### config.mk
export PLATFORM = sky130hd
export DESIGN_NAME = timed_heater_bang_bang_controller
export DESIGN_NICKNAME = d
export VERILOG_FILES = /design/src/sv/thbb_pkg.sv /design/src/sv/timed_heater_bang_bang_controller.sv /design/src/sv/thbb_cfg.sv /design/src/sv/thbb_ctrl.sv
export SDC_FILE = /design/constraint.sdc
export NUM_CORES = 1
export LEC_CHECK = 0
export BUFFER_PORTS_ARGS = -buffer_cell sky130_fd_sc_hd__buf_2
export CORE_MARGIN = 2
export CORE_UTILIZATION = 61
export CTS_CLUSTER_DIAMETER = 200
export DETAILED_ROUTE_END_ITERATION = 10
export GPL_ROUTABILITY_DRIVEN = 0
export PLACE_DENSITY = 0.8
export SYNTH_ARGS = -nofsm -noshare
export SYNTH_HDL_FRONTEND = slang
export SYNTH_SLANG_ARGS = --single-unit
### constraint.sdc
create_clock -name clk_i -period 5.51 [get_ports clk_i]
set_input_delay 0.2755 -clock clk_i [delete_from_list [all_inputs] [get_ports clk_i]]
set_output_delay 0.2755 -clock clk_i [all_outputs]
set_load 0.02 [all_outputs]
### src/sv/thbb_pkg.sv
// shared types, widths and reset values for the timed heater controller
`default_nettype none

package thbb_pkg;

  localparam int unsigned TempW   = 13;
  localparam int unsigned TargetW = 12;
  localparam int unsigned TimeW   = 16;
  localparam int unsigned CfgIdxW = 2;
  localparam int unsigned CfgDataW = 16;

  localparam logic [TargetW-1:0] TargetTempRst   = TargetW'(1400);
  localparam logic [TimeW-1:0]   LinkTimeoutRst  = TimeW'(200);
  localparam logic [TimeW-1:0]   MaxOnRst        = TimeW'(100);
  localparam logic [TimeW-1:0]   MinOffRst       = TimeW'(10);

  // register indexes on the config port
  localparam logic [CfgIdxW-1:0] CfgTargetTemp  = 2'd0;
  localparam logic [CfgIdxW-1:0] CfgLinkTimeout = 2'd1;
  localparam logic [CfgIdxW-1:0] CfgMaxOn       = 2'd2;
  localparam logic [CfgIdxW-1:0] CfgMinOff      = 2'd3;

  typedef enum logic [1:0] {
    LedNone  = 2'd0,
    LedGreen = 2'd1,
    LedRed   = 2'd2,
    LedBlue  = 2'd3
  } led_e;

  typedef struct packed {
    logic [TargetW-1:0] target_temp;
    logic [TimeW-1:0]   link_timeout;
    logic [TimeW-1:0]   max_on;
    logic [TimeW-1:0]   min_off;
  } cfg_t;

  typedef struct packed {
    logic heater_on;
    led_e led_command;
    logic link_alive;
  } res_t;

endpackage

`default_nettype wire

### src/sv/timed_heater_bang_bang_controller.sv
// an accepted word is held in the input register, then moves into the result register
// throughput: one word per cycle; the input register empties into the result
// register each cycle the result side is free or being taken
// the decision is one pass of counters, a 14 bit compare and muxes
// reset: asynchronous, active low; heater off, link dead, timers and held
// temperature zero, config registers at their documented defaults
`default_nettype none

module timed_heater_bang_bang_controller (
  input  wire logic                               clk_i,
  input  wire logic                               rst_ni,
  // input channel
  input  wire logic                               in_valid_i,
  output logic                                    in_stall_o,
  input  wire logic                               op_i,
  input  wire logic signed [thbb_pkg::TempW-1:0]  tip_reading_i,
  // output channel
  output logic                                    out_valid_o,
  input  wire logic                               out_stall_i,
  output logic                                    heater_on_o,
  output logic [1:0]                              led_command_o,
  output logic                                    link_alive_o,
  // config write port
  input  wire logic                               cfg_we_i,
  input  wire logic [thbb_pkg::CfgIdxW-1:0]       cfg_idx_i,
  input  wire logic [thbb_pkg::CfgDataW-1:0]      cfg_wdata_i
);
  import thbb_pkg::*;

  // input register
  logic                    in_valid_q;
  logic                    op_q;
  logic signed [TempW-1:0] tip_q;

  // result register
  logic                    out_valid_q, out_valid_d;
  res_t                    res_q;
  res_t                    res_next;

  cfg_t                    cfg;
  logic                    advance;
  logic                    step;

  // result slot is free when empty or being taken this cycle
  assign advance    = !out_valid_q || !out_stall_i;
  // the held word moves on when the result slot frees up
  assign step       = in_valid_q && advance;
  // the input register can take a new word when empty or whenever its current one leaves
  assign in_stall_o = in_valid_q && !advance;

  thbb_cfg u_cfg (
    .clk_i       (clk_i),
    .rst_ni      (rst_ni),
    .cfg_we_i    (cfg_we_i),
    .cfg_idx_i   (cfg_idx_i),
    .cfg_wdata_i (cfg_wdata_i),
    .cfg_o       (cfg)
  );

  // state only advances when a word moves into the result register
  thbb_ctrl u_ctrl (
    .clk_i         (clk_i),
    .rst_ni        (rst_ni),
    .step_i        (step),
    .op_i          (op_q),
    .tip_reading_i (tip_q),
    .cfg_i         (cfg),
    .res_o         (res_next)
  );

  always_ff @(posedge clk_i or negedge rst_ni) begin
    if (!rst_ni) begin
      in_valid_q <= 1'b0;
    end else if (!in_stall_o) begin
      in_valid_q <= in_valid_i;
    end
  end

  // payload carries no reset
  always_ff @(posedge clk_i) begin
    if (!in_stall_o && in_valid_i) begin
      op_q  <= op_i;
      tip_q <= tip_reading_i;
    end
  end

  always_comb begin
    out_valid_d = out_valid_q;
    if (step) begin
      out_valid_d = 1'b1;
    end else if (!out_stall_i) begin
      out_valid_d = 1'b0;
    end
  end

  always_ff @(posedge clk_i or negedge rst_ni) begin
    if (!rst_ni) begin
      out_valid_q <= 1'b0;
    end else begin
      out_valid_q <= out_valid_d;
    end
  end

  always_ff @(posedge clk_i) begin
    if (step) begin
      res_q <= res_next;
    end
  end

  assign out_valid_o   = out_valid_q;
  assign heater_on_o   = res_q.heater_on;
  assign led_command_o = res_q.led_command;
  assign link_alive_o  = res_q.link_alive;

endmodule

`default_nettype wire

### src/sv/thbb_cfg.sv
// configuration register file for the timed heater controller
`default_nettype none

module thbb_cfg (
  input  wire logic                           clk_i,
  input  wire logic                           rst_ni,
  input  wire logic                           cfg_we_i,
  input  wire logic [thbb_pkg::CfgIdxW-1:0]   cfg_idx_i,
  input  wire logic [thbb_pkg::CfgDataW-1:0]  cfg_wdata_i,
  output thbb_pkg::cfg_t                      cfg_o
);
  import thbb_pkg::*;

  cfg_t cfg_q, cfg_d;

  always_comb begin
    cfg_d = cfg_q;
    if (cfg_we_i) begin
      unique case (cfg_idx_i)
        CfgTargetTemp:  cfg_d.target_temp  = cfg_wdata_i[TargetW-1:0];
        CfgLinkTimeout: cfg_d.link_timeout = cfg_wdata_i[TimeW-1:0];
        CfgMaxOn:       cfg_d.max_on       = cfg_wdata_i[TimeW-1:0];
        CfgMinOff:      cfg_d.min_off      = cfg_wdata_i[TimeW-1:0];
        default:        cfg_d = cfg_q;
      endcase
    end
  end

  always_ff @(posedge clk_i or negedge rst_ni) begin
    if (!rst_ni) begin
      cfg_q.target_temp  <= TargetTempRst;
      cfg_q.link_timeout <= LinkTimeoutRst;
      cfg_q.max_on       <= MaxOnRst;
      cfg_q.min_off      <= MinOffRst;
    end else begin
      cfg_q <= cfg_d;
    end
  end

  assign cfg_o = cfg_q;

endmodule

`default_nettype wire

### src/sv/thbb_ctrl.sv
// heater state, watchdog and burst timers with the on/off decision
`default_nettype none

module thbb_ctrl (
  input  wire logic                               clk_i,
  input  wire logic                               rst_ni,
  input  wire logic                               step_i,
  input  wire logic                               op_i,
  input  wire logic signed [thbb_pkg::TempW-1:0]  tip_reading_i,
  input  wire thbb_pkg::cfg_t                     cfg_i,
  output thbb_pkg::res_t                          res_o
);
  import thbb_pkg::*;

  logic                    heater_q, heater_d;
  logic signed [TempW-1:0] held_q, held_d;
  logic [TimeW-1:0]        link_q, link_d;
  logic [TimeW-1:0]        on_q, on_d;
  logic [TimeW-1:0]        off_q, off_d;
  logic                    alive;
  logic                    at_target;
  logic                    on_load, off_load;
  led_e                    led;

  always_comb begin
    link_d = (link_q != '0) ? link_q - TimeW'(1) : '0;
    held_d = held_q;
    if (op_i) begin
      link_d = cfg_i.link_timeout;
      if (tip_reading_i > 0) begin
        held_d = tip_reading_i;
      end
    end
    alive = link_d != '0;
    // compare in one extra bit so the unsigned target stays positive
    at_target = $signed({held_d[TempW-1], held_d})
                >= $signed({2'b00, cfg_i.target_temp});

    heater_d = heater_q;
    on_load  = 1'b0;
    off_load = 1'b0;
    led      = LedNone;
    if (alive) begin
      if (!heater_q) begin
        if (at_target) begin
          led = LedGreen;
        end else if (off_q == '0) begin
          heater_d = 1'b1;
          on_load  = 1'b1;
          led      = LedRed;
        end
      end else if (on_q == '0 || at_target) begin
        heater_d = 1'b0;
        off_load = 1'b1;
        led      = LedBlue;
      end
    end else begin
      heater_d = 1'b0;
    end

    on_d  = on_load  ? cfg_i.max_on  : ((on_q  != '0) ? on_q  - TimeW'(1) : '0);
    off_d = off_load ? cfg_i.min_off : ((off_q != '0) ? off_q - TimeW'(1) : '0);

    res_o.heater_on   = heater_d;
    res_o.led_command = led;
    res_o.link_alive  = alive;
  end

  always_ff @(posedge clk_i or negedge rst_ni) begin
    if (!rst_ni) begin
      heater_q <= 1'b0;
      held_q   <= '0;
      link_q   <= '0;
      on_q     <= '0;
      off_q    <= '0;
    end else if (step_i) begin
      heater_q <= heater_d;
      held_q   <= held_d;
      link_q   <= link_d;
      on_q     <= on_d;
      off_q    <= off_d;
    end
  end

endmodule

`default_nettype wire

==> results of run 1 <==
## flip-flops by register name (all words and copies together), names as in the netlist
name and count:
link_alive_o 1, u_ctrl.off_q 16, out_valid_o 1, u_ctrl.on_q 16, u_ctrl.link_q 16, in_valid_q 1, op_q 1, u_ctrl.held_q 13
heater_on_o 1, tip_q 13, u_cfg.cfg_o 60, led_command_o 2, u_ctrl.heater_q 1
## power by group
part           internal (mW)  switching, mW
sequential              1.28          0.194
combinational          0.301          0.344
clock                  0.759          0.442
total                   2.34          0.980
## cells by family after synthesis
logic type / Yosys count
adder cells (fa/ha/maj): 15
flip-flops: 142
XOR/XNOR: 3
multiplexers: 83
AO/OA/AOI/OAI: 163
AND/OR/NAND/NOR: 191
buffers and inverters: 70
## routing by layer
layer  global-route usage  part of all wire
met1                0.375              0.43
met2                0.449              0.48
met3               0.0578             0.062
met4                0.115             0.030
met5                    0                 0
## path summary, 6_finish.rpt
path                                endpoint  slack (ns)  cells after the start
min in group clk_i                  tip_q[2]        0.02                      1
max                           u_ctrl.on_q[5]        1.08                     12
min                        u_ctrl.link_q[13]       -0.02                      1
max reg2reg                   u_ctrl.on_q[5]        1.08                     12
min reg2reg                 u_ctrl.off_q[12]        0.50                      1
max in group asynchronous   u_ctrl.off_q[14]        4.26                      2
## worst max-delay path: stages, from the launching register on
cell and delay [ns]:
edfxtp_1 0.60, inv_1 0.20, a311oi_2 0.21, buf_4 0.25
mux2_2 0.36, ha_1 0.31, a2111oi_0 0.39, o211ai_1 0.16
a41oi_1 0.17, or3_1 0.33, and3_1 0.81, o21ai_0 0.20
a211o_1 0.33
## area by class of cell
type,count,share of cell area
Multi-Input combinational cell,455,0.402
Timing Repair Buffer,47,0.0308
Clock inverter,9,0.0163
Inverter,39,0.0180
Tap cell,143,0.0220
Sequential cell,142,0.451
Clock buffer,23,0.0601
## metrics by stage
stage | power (mW) | cells
2_1_floorplan | 1.92 | 667
3_5_place_dp | 2.12 | 826
6_report | 3.32 | 858
4_1_cts | 3.32 | 858
5_1_grt | 3.49 | 858
3_3_place_gp | 2.08 | 826
## cell usage in the layout, fill, tap and decap left out, drive strengths merged, types with 7 or more instances in the layout
cell | synthesis | routed
a22oi | 18 | 18
a21oi | 26 | 26
or4 | 7 | 7
nor3 | 26 | 26
clkbuf | 23 | 23
o21ai | 50 | 50
buf | 8 | 47
edfxtp | 18 | 18
o2bb2ai | 13 | 13
nand4 | 7 | 7
o211ai | 7 | 7
dfrtp | 110 | 110
nand2 | 41 | 41
nor4 | 13 | 13
or3 | 14 | 14
ha | 15 | 15
nand3 | 16 | 16
mux2 | 72 | 72
dfstp | 14 | 14
mux2i | 11 | 11
inv | 39 | 39
nor2 | 37 | 37
==> run summary, run 1 <==
Outcome -> finished, violations left
Violated checks -> hold timing
CTS resizes -> 0
Placed Instance Area -> 7500 sq um
Type of the worst setup path -> reg2reg
DRT Pass-1 Iters -> 7
Vias -> 5574
Tcrit/Tclk final -> 0.803
XOR/XNOR share of the synthesized area -> 0.00365
Synthesized area -> 7200 sq um
Synth top area share -> 0.382
Postcts setup bufs -> 0
Reg-to-reg critical path startpoint -> op_q
Seq/Total Area, Yosys -> 0.509
Layout Skew -> 0.00614 ns
Complex-gate fraction of the synthesized area -> 0.154
VDD IR max -> 453 uV
Worst setup margin -> 1.08 ns
Largest net degree at the start of global routing -> 73
CP Capture Type -> flip-flop
Setup TNS Final -> 0 ns
Commonest register cell after synthesis -> dfrtp_1
Count leader, synth -> dfrtp_1
Ys async rst share -> 0.873
Worst-path maximum fanout -> 23
# IOs -> 43
Synth area leaders -> dfrtp_1 38%, mux2_2 11%, edfxtp_1 7.5%
HPWL Detailed -> 11300 um
Inserted Clock Buffers -> 17
Reg area -> 3660 sq um
Net Count, Synth -> 719
CTS tree -> built
Core area -> 11500 sq um
RSZ-0062 raised after global routing -> false
Worst EP required -> 5.83 ns
Post-layout min period -> 4.43 ns
Die Wd -> 113 um
Crit path launch type -> flip-flop
Die ar. -> 12700 sq um
Fmax -> 0.226 GHz
Vias/cell -> 6.50
Synthesized area per cell -> 10.8 sq um
DRT iter0 DRCs -> 620
PwrDens -> 409 nW/um^2
Clock tree root buffer cell -> clkbuf_16
Synth top cells by count -> 110 x dfrtp_1, 72 x mux2_2, 43 x o21ai_0
Post-DRT Antenna Nets -> 0
Post-synthesis instance total -> 667
Site Rows -> 39
CTS Sinks -> 142
Chip height -> 113 um
Clock tree buffer depth -> 2
Starting density of the core -> 0.628
Initial antenna violation count -> 0
Fin util -> 0.708
First-pass GRT wire length -> 27600 um
Fin nets -> 754
Seq cells post-synth -> 142
Synth area leader -> dfrtp_1
Port buffer count -> 42
Clk_lat worst skew -> 0.43 ns
Leak -> 3.32 nW
Final wirelength -> 16800 um
Remaining Overflow, GRT -> 0
WHS -> -0.0188 ns
Hold Fails Final Rpt -> 6
DR DRC count -> 0
Adder-Cell Fraction of Synth Area -> 0.0261
Worst slack, placed -> 1.18 ns
Vias in the first global route -> 5444
Slew Viols, Final -> 0
Design area -> 8120 sq um
Post-synth cell types -> 68
Max-slew headroom -> 0.217
Htree depth -> 4
Crit. Startpoint -> op_q
Clk slew on worst S/H paths -> 0.06 ns
Post-synthesis mux area share -> 0.128
Crit path DAT -> 4.74 ns
GR Util All Layers -> 0.280
Layout cell share with drive strength beyond 1 -> 0.250
Syn-to-layout area delta -> 12.8%
Fillers -> 778
# diodes -> 0
Multi-input logic area -> 3270 sq um
Maxcap violations -> 0
Final setup fails -> 0
Main combinational cell family by area after synthesis -> compound AO/OA/AOI/OAI gates
Hold-fix buffers at CTS -> 0
Wirelength per Cell -> 19.6 um
Post-synth EDFFs -> 18
Synth Warn # -> 0
Hold Crit Class -> in2async
Worst Tran Pin Value -> 1.17 ns
Simple-gate share of the synthesized area -> 0.140
No activity file was read; power rests on OpenSTA's default activity.
==> inputs of run 2 (changes only) <==
==> constraint.sdc (replaced) <==
create_clock -name clk_i -period 4.23 [get_ports clk_i]
set_input_delay 0.2115 -clock clk_i [delete_from_list [all_inputs] [get_ports clk_i]]
set_output_delay 0.2115 -clock clk_i [all_outputs]
set_load 0.02 [all_outputs]
==> run 2 against run 1 <==
Net effect: final area is 2.4% higher; fmax is 15% higher; largest power group unchanged; critical path type unchanged; the flow still finishes with violations (hold timing); worst hold slack got worse by 0.060 ns; critical endpoint is now u_ctrl.off_q[4]; flip-flop and latch count unchanged.
==> run summary, run 2 (synthesis gave the netlist of run 1 again) <==
Maxcap violations -> 0
Vias -> 5697
Fillers -> 773
Slew Viols, Final -> 0
Clock tree buffer depth -> 2
Worst path most repeated cell -> o21ai_0
Crit path DAT -> 4.13 ns
CTS tree -> built
Largest net degree at the start of global routing -> 83
Cell family with most CP delay -> simple AND/OR/NAND/NOR gates
Commonest non-fill, non-tap cell in the layout -> dfrtp_1
PwrDens -> 518 nW/um^2
Worst Tran Pin Value -> 1.14 ns
Starting density of the core -> 0.628
Setup TNS Final -> 0 ns
Postcts setup bufs -> 0
Final wirelength -> 17500 um
Site Rows -> 39
WHS -> -0.0784 ns
Tcrit/Tclk final -> 0.912
Reg-to-reg critical path startpoint -> tip_q[3]
Pwr Total -> 4.31 mW
Chip height -> 113 um
Clk_lat worst skew -> 0.43 ns
Fin util -> 0.725
Critical Path End -> u_ctrl.off_q[4]
Cell depth of the worst flop-to-flop path -> 13
Hold Crit Class -> in2async
Inserted Clock Buffers -> 17
R2r endpoint -> u_ctrl.off_q[4]
Violated checks -> hold timing
Placed cells -> 832
Worst-path maximum fanout -> 23
Core area -> 11500 sq um
Type of the worst setup path -> reg2reg
Worst setup margin -> 0.371 ns
Vias in the first global route -> 5654
Layout Skew -> 0.0105 ns
Placed Instance Area -> 7550 sq um
RSZ-0062 raised after global routing -> false
DR DRC count -> 0
Wirelength per Cell -> 19.9 um
Leak -> 3.40 nW
First-pass GRT wire length -> 28700 um
Worst slack, placed -> -0.00171 ns
Final setup fails -> 0
Fmax -> 0.259 GHz
VDD IR max -> 397 uV
# IOs -> 43
Vias/cell -> 6.48
# diodes -> 0
Hold Fails Final Rpt -> 25
Cell depth of the worst setup path -> 13
Syn-to-layout area delta -> 15.5%
CTS Sinks -> 142
Outcome -> finished, violations left
Crit path launch type -> flip-flop
Post-layout min period -> 3.86 ns
Remaining Overflow, GRT -> 0
Non-Filler Instances -> 879
Most frequent cells in the layout -> 110 x dfrtp_1, 72 x mux2_2, 43 x o21ai_0
Design area -> 8320 sq um
Clk slew on worst S/H paths -> 0.06 ns
Initial antenna violation count -> 0
Die ar. -> 12700 sq um
Max-slew headroom -> 0.237
Buffers & Inverters on Critical Path -> 1
DRT Pass-1 Iters -> 5
Max FFs per register -> 60
Fin nets -> 775
Htree depth -> 4
CP max stage delay -> 0.47 ns
GR Util All Layers -> 0.290
R2r setup slk -> 0.37 ns
Worst EP required -> 4.51 ns
CP max-delay cell -> or3_4
Cell Chain, Critical Path -> nor4_1, a311oi_2, buf_4, mux2_2, ha_1, nand2_1, o21ai_0, a41oi_1, or3_4, a21oi_4, and2_2, o21ai_0, o2bb2ai_1
Die Wd -> 113 um
Layout cell share with drive strength beyond 1 -> 0.254
Post-DRT Antenna Nets -> 0
CP Capture Type -> flip-flop
Crit. Startpoint -> tip_q[3]
Clock tree root buffer cell -> clkbuf_16
HPWL Detailed -> 11600 um
Port buffer count -> 42
DRT iter0 DRCs -> 534
run 2: cell count changes in the layout (fill, tap and decap cells not counted), sizes merged:
cell / previous run / this run
dlygate4sd3: 0 / 15
buf: 47 / 53
clkinv: 4 / 7
clkbuf: 23 / 21
clkinvlp: 2 / 1
run 2: layout make-up:
class	count	area, sq um	share of cell area
Tap cell	143	179	0.0215
Inverter	39	146	0.0176
Sequential cell	142	3660	0.440
Clock buffer	21	460	0.0554
Clock inverter	11	141	0.0170
Timing Repair Buffer	68	445	0.0536
Multi-Input combinational cell	455	3280	0.395
run 2: timing repair:
action | CTS | global route
hold buffers | 15 | 0
endpoints found under the hold margin | 15 | 0
endpoints found under the setup margin | 0 | 24
gates resized for setup | 0 | 5
run 2: worst min path at each step:
| stage | endpoint | from |
|---|---|---|
| after floorplan | in_valid_q | rst_ni |
| after detailed placement | tip_q[11] | tip_reading_i[11] |
| after global routing | out_valid_o | out_stall_i |
| after CTS | u_ctrl.link_q[11] | rst_ni |
| final | u_ctrl.link_q[0] | rst_ni |
| after global placement | tip_q[11] | tip_reading_i[11] |
run 2: where the power goes:
part / total, mW / internal, mW / switching, mW
Sequential: 1.93 / 1.67 / 0.256
Combinational: 0.868 / 0.409 / 0.459
Clock: 1.51 / 0.954 / 0.560
Total: 4.31 / 3.04 / 1.27
run 2: worst register-to-register path: stages, from the launching register on:
cell and delay [ns]:
edfxtp_1 0.41, nor4_1 0.41, a311oi_2 0.19, buf_4 0.23, mux2_2 0.28, ha_1 0.29
nand2_1 0.05, o21ai_0 0.22, a41oi_1 0.15, or3_4 0.47, a21oi_4 0.25, and2_2 0.45
o21ai_0 0.16, o2bb2ai_1 0.16
run 2: metal layers:
metal,wire [um],up-vias,part of all wire,global-route usage
li1,-,2616,-,-
met1,7460,2838,0.43,0.388
met2,8530,207,0.49,0.457
met3,951,36,0.054,0.0648
met4,539,0,0.031,0.126
met5,0,-,0,0
